`src/rtl/core/cbm_pkg.sv`:
```
// Shared types and constants for the cartridge bank mapper.
// Used by cbm_decode, cartridge_bank_mapper and cbm_checker; depends on nothing.
package cbm_pkg;

    // CPU bus and physical ROM widths
    localparam int CPU_ADDR_W  = 16;
    localparam int ROM_ADDR_W  = 21;
    localparam int ROM_BANK_W  = 7;
    localparam int RAM_BANK_W  = 2;
    localparam int BANK_BYTES  = 16384;
    localparam int BANK_BITS   = $clog2(BANK_BYTES);
    localparam int WINDOW_BITS = BANK_BITS + 1;    // two banks visible to the CPU

    // Access kinds
    localparam logic [1:0] KIND_WRITE     = 2'd0;
    localparam logic [1:0] KIND_READ_BYTE = 2'd1;
    localparam logic [1:0] KIND_READ_WORD = 2'd2;

    // Top byte source codes
    localparam logic [1:0] SRC_BYTE   = 2'd0;
    localparam logic [1:0] SRC_HIGH   = 2'd1;
    localparam logic [1:0] SRC_FORCED = 2'd2;

    // Mapper types
    localparam logic MAPPER_PLAIN = 1'b0;
    localparam logic MAPPER_MBC1  = 1'b1;

    // Configuration register indexes
    localparam int CFG_INDEX_W = 2;
    localparam int CFG_DATA_W  = 4;
    localparam logic [CFG_INDEX_W-1:0] CFG_MAPPER_TYPE   = 2'd0;
    localparam logic [CFG_INDEX_W-1:0] CFG_ROM_SIZE_CODE = 2'd1;
    localparam logic [CFG_INDEX_W-1:0] CFG_RAM_SIZE_CODE = 2'd2;

    // Control register write regions
    localparam logic [CPU_ADDR_W-1:0] RAM_ENABLE_END = 16'h2000;
    localparam logic [CPU_ADDR_W-1:0] ROM_BANK_END   = 16'h4000;
    localparam logic [CPU_ADDR_W-1:0] RAM_BANK_END   = 16'h6000;
    localparam logic [3:0]            RAM_ENABLE_KEY = 4'hA;

    // Size code thresholds
    localparam logic [3:0] ROM_UPPER_CODE  = 4'd5;
    localparam logic [2:0] RAM_BANKED_CODE = 3'd3;

    // Last address of the plain 32 KB image
    localparam logic [CPU_ADDR_W-1:0] PLAIN_LAST_ADDR = 16'h7FFF;

    typedef struct packed {
        logic                  ram_enable;
        logic [ROM_BANK_W-1:0] rom_bank;
        logic [RAM_BANK_W-1:0] ram_bank;
    } cbm_state_t;

    typedef struct packed {
        logic [ROM_ADDR_W-1:0] low_address;
        logic [ROM_ADDR_W-1:0] high_address;
        logic [1:0]            top_source;
        logic                  ram_enabled;
    } cbm_result_t;

endpackage

```
`src/rtl/core/cbm_decode.sv`:
```
// Access decode: control register writes and ROM address mapping for one access.
// Purely combinational; depends on cbm_pkg.
module cbm_decode (
    input  logic [1:0]                        kind,
    input  logic [cbm_pkg::CPU_ADDR_W-1:0]    cpu_address,
    input  logic [7:0]                        write_value,
    input  logic                              mapper_type,
    input  logic [3:0]                        rom_size_code,
    input  logic [2:0]                        ram_size_code,
    input  cbm_pkg::cbm_state_t               state,
    output cbm_pkg::cbm_state_t               state_next,
    output cbm_pkg::cbm_result_t              result,
    output logic                              has_result
);

    logic [cbm_pkg::WINDOW_BITS-1:0] masked;
    logic [4:0]                      bank_mask;
    logic [4:0]                      bank_low;
    logic [cbm_pkg::ROM_BANK_W-1:0]  bank_merged;
    logic [cbm_pkg::ROM_BANK_W-1:0]  bank_value;
    logic                            upper_used;
    logic                            ram_bank_writable;
    logic [cbm_pkg::ROM_ADDR_W-1:0]  plain_low;
    logic [cbm_pkg::ROM_ADDR_W-1:0]  plain_high;
    logic                            plain_forced;
    logic [cbm_pkg::ROM_ADDR_W-1:0]  mbc_low;
    logic [cbm_pkg::ROM_ADDR_W-1:0]  mbc_high;
    logic                            mbc_forced;

    assign masked = cpu_address[cbm_pkg::WINDOW_BITS-1:0];

    // Bank mask keeps bits 0..min(code,4)
    always_comb
    begin
        case (rom_size_code)
            4'd0:    bank_mask = 5'h01;
            4'd1:    bank_mask = 5'h03;
            4'd2:    bank_mask = 5'h07;
            4'd3:    bank_mask = 5'h0F;
            default: bank_mask = 5'h1F;
        endcase
    end

    assign upper_used  = (rom_size_code >= cbm_pkg::ROM_UPPER_CODE);
    assign bank_low    = write_value[4:0] & bank_mask;
    assign bank_merged = {(upper_used ? state.ram_bank : 2'b00), bank_low};
    // zero check looks at 5 bits of the raw value
    assign bank_value  = (write_value[4:0] == 5'd0) ? bank_merged + 7'd1 : bank_merged;
    assign ram_bank_writable = upper_used || (ram_size_code >= cbm_pkg::RAM_BANKED_CODE);

    // Plain 32 KB image
    assign plain_low    = {{(cbm_pkg::ROM_ADDR_W-cbm_pkg::WINDOW_BITS){1'b0}}, masked};
    assign plain_high   = {{(cbm_pkg::ROM_ADDR_W-cbm_pkg::WINDOW_BITS){1'b0}},
                           masked + {{(cbm_pkg::WINDOW_BITS-1){1'b0}}, 1'b1}};
    assign plain_forced = (cpu_address == cbm_pkg::PLAIN_LAST_ADDR);

    // Banked: upper window goes through rom_bank
    assign mbc_low    = masked[cbm_pkg::BANK_BITS]
                      ? {state.rom_bank, masked[cbm_pkg::BANK_BITS-1:0]}
                      : plain_low;
    assign mbc_high   = mbc_low + {{(cbm_pkg::ROM_ADDR_W-1){1'b0}}, 1'b1};
    assign mbc_forced = (masked[cbm_pkg::BANK_BITS-1:0] == {cbm_pkg::BANK_BITS{1'b1}});

    always_comb
    begin
        state_next = state;
        result     = '0;
        has_result = 1'b0;
        result.ram_enabled = state.ram_enable;
        case (kind)
            cbm_pkg::KIND_WRITE:
            begin
                if (mapper_type == cbm_pkg::MAPPER_MBC1)
                begin
                    if (cpu_address < cbm_pkg::RAM_ENABLE_END)
                    begin
                        state_next.ram_enable = (write_value[3:0] == cbm_pkg::RAM_ENABLE_KEY);
                    end
                    else if (cpu_address < cbm_pkg::ROM_BANK_END)
                    begin
                        state_next.rom_bank = bank_value;
                    end
                    else if (cpu_address < cbm_pkg::RAM_BANK_END)
                    begin
                        if (ram_bank_writable)
                        begin
                            state_next.ram_bank = write_value[1:0];
                        end
                    end
                end
            end
            cbm_pkg::KIND_READ_BYTE, cbm_pkg::KIND_READ_WORD:
            begin
                has_result = 1'b1;
                if (mapper_type == cbm_pkg::MAPPER_PLAIN)
                begin
                    result.low_address = plain_low;
                end
                else
                begin
                    result.low_address = mbc_low;
                end
                if (kind == cbm_pkg::KIND_READ_WORD)
                begin
                    if (mapper_type == cbm_pkg::MAPPER_PLAIN ? plain_forced : mbc_forced)
                    begin
                        result.top_source = cbm_pkg::SRC_FORCED;
                    end
                    else
                    begin
                        result.top_source   = cbm_pkg::SRC_HIGH;
                        result.high_address = (mapper_type == cbm_pkg::MAPPER_PLAIN)
                                            ? plain_high : mbc_high;
                    end
                end
            end
            default:
            begin
                has_result = 1'b0;
            end
        endcase
    end

endmodule

```
`src/rtl/core/cartridge_bank_mapper.sv`:
```
// Top level of the cartridge bank mapper: handshakes, mapper registers, result register.
// Depends on cbm_pkg and cbm_decode.
//
// Cartridge bank mapper, plain 32 KB ROM or MBC1 banked. CPU accesses come in on the
// in_valid/in_ready channel: byte writes update the mapper registers (RAM enable, ROM
// bank, RAM bank) in MBC1 mode only and give no result; byte and word reads each give
// one result with the physical ROM offsets of the low and top byte, and for word reads
// whose top byte falls past a bank edge (the image end for plain ROM) top_source marks
// it as forced. Kind 3 is dropped. Throughput is one access per cycle while no read
// waits on a stalled output. Decode and the mapper register update happen in the input
// register. A stalled output holds a read there and all accesses behind it; writes
// ahead of it keep flowing, and a new access is taken in the same cycle the held one
// moves on. Mapper registers are updated in access order, so every read sees all
// earlier writes. The configuration port (mapper_type, rom_size_code, ram_size_code at
// indexes 0, 1, 2) is always ready and must be written only while no access is in
// flight; other indexes are ignored.
module cartridge_bank_mapper (
    input  logic                              clk,
    input  logic                              rst_n,
    // configuration writes
    input  logic                              cfg_valid,
    output logic                              cfg_ready,
    input  logic [cbm_pkg::CFG_INDEX_W-1:0]   cfg_index,
    input  logic [cbm_pkg::CFG_DATA_W-1:0]    cfg_data,
    // CPU accesses
    input  logic                              in_valid,
    output logic                              in_ready,
    input  logic [1:0]                        kind,
    input  logic [cbm_pkg::CPU_ADDR_W-1:0]    cpu_address,
    input  logic [7:0]                        write_value,
    // results
    output logic                              out_valid,
    input  logic                              out_ready,
    output logic [cbm_pkg::ROM_ADDR_W-1:0]    low_address,
    output logic [cbm_pkg::ROM_ADDR_W-1:0]    high_address,
    output logic [1:0]                        top_source,
    output logic                              ram_enabled
);

    // configuration
    logic                               mapper_type_reg;
    logic [3:0]                         rom_size_code_reg;
    logic [2:0]                         ram_size_code_reg;

    // mapper state
    cbm_pkg::cbm_state_t                state_reg;
    cbm_pkg::cbm_state_t                state_next;

    // input register
    logic                               s1_valid_reg;
    logic [1:0]                         s1_kind_reg;
    logic [cbm_pkg::CPU_ADDR_W-1:0]     s1_address_reg;
    logic [7:0]                         s1_value_reg;

    // result register
    logic                               out_valid_reg;
    cbm_pkg::cbm_result_t               result_reg;
    cbm_pkg::cbm_result_t               result_next;

    logic                               s1_has_result;
    logic                               s1_advance;
    logic                               in_transfer;

    assign cfg_ready = 1'b1;

    always_ff @(posedge clk or negedge rst_n)
    begin
        if (!rst_n)
        begin
            mapper_type_reg   <= cbm_pkg::MAPPER_PLAIN;
            rom_size_code_reg <= '0;
            ram_size_code_reg <= '0;
        end
        else if (cfg_valid)
        begin
            case (cfg_index)
                cbm_pkg::CFG_MAPPER_TYPE:   mapper_type_reg   <= cfg_data[0];
                cbm_pkg::CFG_ROM_SIZE_CODE: rom_size_code_reg <= cfg_data[3:0];
                cbm_pkg::CFG_RAM_SIZE_CODE: ram_size_code_reg <= cfg_data[2:0];
                default:                    ;
            endcase
        end
    end

    cbm_decode u_decode (
        .kind          (s1_kind_reg),
        .cpu_address   (s1_address_reg),
        .write_value   (s1_value_reg),
        .mapper_type   (mapper_type_reg),
        .rom_size_code (rom_size_code_reg),
        .ram_size_code (ram_size_code_reg),
        .state         (state_reg),
        .state_next    (state_next),
        .result        (result_next),
        .has_result    (s1_has_result)
    );

    // An access with no result always drains; a read waits for room in the result reg.
    assign s1_advance  = s1_valid_reg && (!s1_has_result || !out_valid_reg || out_ready);
    assign in_ready    = !s1_valid_reg || s1_advance;
    assign in_transfer = in_valid && in_ready;

    always_ff @(posedge clk or negedge rst_n)
    begin
        if (!rst_n)
        begin
            s1_valid_reg  <= 1'b0;
            out_valid_reg <= 1'b0;
            state_reg     <= '0;
        end
        else
        begin
            if (in_transfer)
            begin
                s1_valid_reg <= 1'b1;
            end
            else if (s1_advance)
            begin
                s1_valid_reg <= 1'b0;
            end

            // mapper registers change when the write leaves the input register
            if (s1_advance)
            begin
                state_reg <= state_next;
            end

            if (s1_advance && s1_has_result)
            begin
                out_valid_reg <= 1'b1;
            end
            else if (out_ready)
            begin
                out_valid_reg <= 1'b0;
            end
        end
    end

    // payload registers
    always_ff @(posedge clk)
    begin
        if (in_transfer)
        begin
            s1_kind_reg    <= kind;
            s1_address_reg <= cpu_address;
            s1_value_reg   <= write_value;
        end
        if (s1_advance && s1_has_result)
        begin
            result_reg <= result_next;
        end
    end

    assign out_valid    = out_valid_reg;
    assign low_address  = result_reg.low_address;
    assign high_address = result_reg.high_address;
    assign top_source   = result_reg.top_source;
    assign ram_enabled  = result_reg.ram_enabled;

endmodule

```
`config.mk`:
```
export PLATFORM = sky130hd
export DESIGN_NAME = cartridge_bank_mapper
export DESIGN_NICKNAME = d
export VERILOG_FILES = /design/src/rtl/core/cbm_pkg.sv /design/src/rtl/core/cbm_decode.sv /design/src/rtl/core/cartridge_bank_mapper.sv
export SDC_FILE = /design/constraint.sdc
export NUM_CORES = 1
export LEC_CHECK = 0
export BUFFER_PORTS_ARGS = -buffer_cell sky130_fd_sc_hd__buf_2
export CORE_ASPECT_RATIO = 1.5
export CORE_MARGIN = 4
export CORE_UTILIZATION = 55
export CTS_CLUSTER_DIAMETER = 200
export DETAILED_ROUTE_END_ITERATION = 8
export HOLD_SLACK_MARGIN = 0.03
export PLACE_DENSITY = 0.8
export SLEW_MARGIN = 20
export SYNTH_ARGS = -nofsm -noshare
export SYNTH_HDL_FRONTEND = slang
export SYNTH_HIERARCHICAL = 1
export SYNTH_SLANG_ARGS = --single-unit
```
`constraint.sdc`:
```
create_clock -name clk -period 5.5 [get_ports clk]
set_clock_uncertainty 0.2 [all_clocks]
set_input_delay 1.65 -clock clk [delete_from_list [all_inputs] [get_ports clk]]
set_output_delay 1.65 -clock clk [all_outputs]
set_load 0.005 [all_outputs]
```
==> summary.md <==
| Metric | Value |
|---|---|
| Fmax | 0.246 GHz |
| Post-CTS sizing | 0 |
| RSZ-0062 raised after global routing | no |
| Sequential Power Share | 0.566 |
| Register-to-Register Path Depth | 5 |
| WP data arrival | 2210 ps |
| Post-CTS Setup Bufs | 0 |
| Layout cells sized above 1 | 0.291 |
| Worst setup SP type | input port |
| CP dominant cell by count | buf_2 |
| H-tree level count | 3 |
| DP HPWL | 5210 um |
| Post-synthesis cell area | 3990 um^2 |
| Clk Latency, worst-skew pair | 360 ps |
| Slew headroom | 0.298 |
| CP max stage delay | 220 ps |
| Non-filler cells, final | 476 |
| Max_cap viols | 0 |
| Wire length per cell | 15.5 um |
| Via/cell ratio | 5.57 |
| Ys Warns | 6 |
| Pwr Density | 339 nW/um^2 |
| Starting density of the core | 0.575 |
| Site Rows | 37 |
| Buffers plus inverters on the worst setup path | 2 |
| DRT iter0 DRCs | 252 |
| DR pass1 iterations | 5 |
| Critical path required time | 3650 ps |
| All-layer global routing usage | 0.188 |
| Final WL | 7400 um |
| Clock power share | 0.302 |
| CTS tree | yes |
| Slew @ Worst Pin | 1050 ps |
| Leakage | 1.81 nW |
| Die X | 77.6 um |
| Switching power | 0.000407 W |
| Most frequent cells in the layout | 80 x buf_2, 68 x edfxtp_1, 25 x nand2_1 |
| Layout area overhead | 16.0% |
| Final setup TNS | 0 ps |
| TritonCTS buffer count | 9 |
| Final Max Slew Viols | 0 |
| Cts hold-fix bufs | 0 |
| Period utilisation layout | 0.739 |
| Root Driver | clkbuf_8 |
| Synth Instances | 315 |
| CP top delay family | buffers and inverters |
| CTS max path bufs | 2 |
| Sw frac | 0.259 |
| Hold Path Class | register to register |
| CP Max Fanout | 14 |
| Run status | complete, no violations |
| CP max stage cell | nand4b_1 |
| Die area | 8720 um^2 |
| Fill cell count | 534 |
| Die height | 112 um |
| Total area of sequential cells | 2540 um^2 |
| Diode count | 0 |
| Total power | 0.00157 W |
| Critical Path Stages | 3 |
| Detail Route Antenna Nets | 0 |
| Core area | 6940 um^2 |
| Pin count of the biggest net entering global routing | 46 |
| Worst setup EP type | output pin |
| Final hold viol count | 0 |
| GP Congestion | 0.795 |
| Pint | 0.00116 W |
| CTS sink count | 88 |
| R2R setup slack | 2790 ps |
| Ports | 85 |
| Via Count | 2649 |
| Fin nets | 434 |
| # DRC | 0 |
| Port bufs | 80 |
| Worst IR Drop VDD | 0.000215 V |
| Mapped Nets | 356 |
| Clock transition at the registers of the reported paths | 80 ps |
| Global-route wire length before repair | 12500 um |
| Commonest non-fill, non-tap cell in the layout | buf_2 |
| DP Cell Count | 460 |
| Setup violations, final | 0 |
| Average cell area after synthesis | 12.7 um^2 |
| Area of the multi-input gates | 1320 um^2 |
| Congestion Overflow GR | 0 |
| WHS Path Cells | 1 |
| Logic pwr share | 0.132 |
| Crit path kind | input port to output pin |
| Initial antenna violation count | 0 |
| Fin crit period | 4060 ps |
| Worst-path cell chain | buf_2 > nand4b_1 > buf_2 |
| Vias in the first global route | 2622 |
power groups by stage:
stage,registers (W),logic [W],clock network [W]
after floorplan,0.000881,0.000151,0
after global placement,0.000897,0.000202,0
after detailed placement,0.000903,0.000210,0
after CTS,0.000888,0.000211,0.000486
after global routing,0.000904,0.000239,0.000519
final,0.000889,0.000208,0.000474
per-layer routing:
metal / wire length, um / track usage / vias to the layer above
met5: 0 / 0 / -
met4: 158 / 0.0796 / 0
met3: 432 / 0.0490 / 13
met2: 3870 / 0.320 / 91
met1: 2940 / 0.223 / 1231
li1: - / - / 1314
final cells by class:
type / instances / area share
clock inverter: 6 / 0.0181
sequential: 88 / 0.549
multi-input combinational: 200 / 0.285
tap: 78 / 0.0211
timing repair buffer: 82 / 0.0896
clock buffer: 10 / 0.0275
inverter: 12 / 0.00972
metrics by stage:
| step | setup WS [ps] | utilization | hold slack (ps) | instance area [um^2] |
|---|---|---|---|---|
| floorplan | 740 | - | 280 | 3990 |
| global placement | 1440 | 0.637 | 288 | 4420 |
| detailed placement | 1440 | 0.637 | 306 | 4420 |
| CTS | 1440 | 0.667 | 326 | 4630 |
| global route | 1380 | 0.667 | 354 | 4630 |
| finish | 1440 | 0.667 | 319 | 4630 |
final timing paths:
check / startpoint / end
min reg2reg: ram_size_code_reg[2]$_DFFE_PN0P_ / ram_size_code_reg[2]$_DFFE_PN0P_
min in group asynchronous: rst_n / ram_size_code_reg[0]$_DFFE_PN0P_
max: out_ready / in_ready
max reg2reg: s1_address_reg[0]$_DFFE_PP_ / high_address[10]$_DFFE_PP_
max in group asynchronous: rst_n / state_reg[8]$_DFFE_PN0P_
min: ram_size_code_reg[2]$_DFFE_PN0P_ / ram_size_code_reg[2]$_DFFE_PN0P_
worst register-to-register path, cell delays in order (launching register included):
cell and delay, ps:
edfxtp_1 490, ha_1 300, nand4_1 200, or4_1 730, o21ai_4 420, nor2_1 110
No activity file was read; power rests on OpenSTA's default activity.
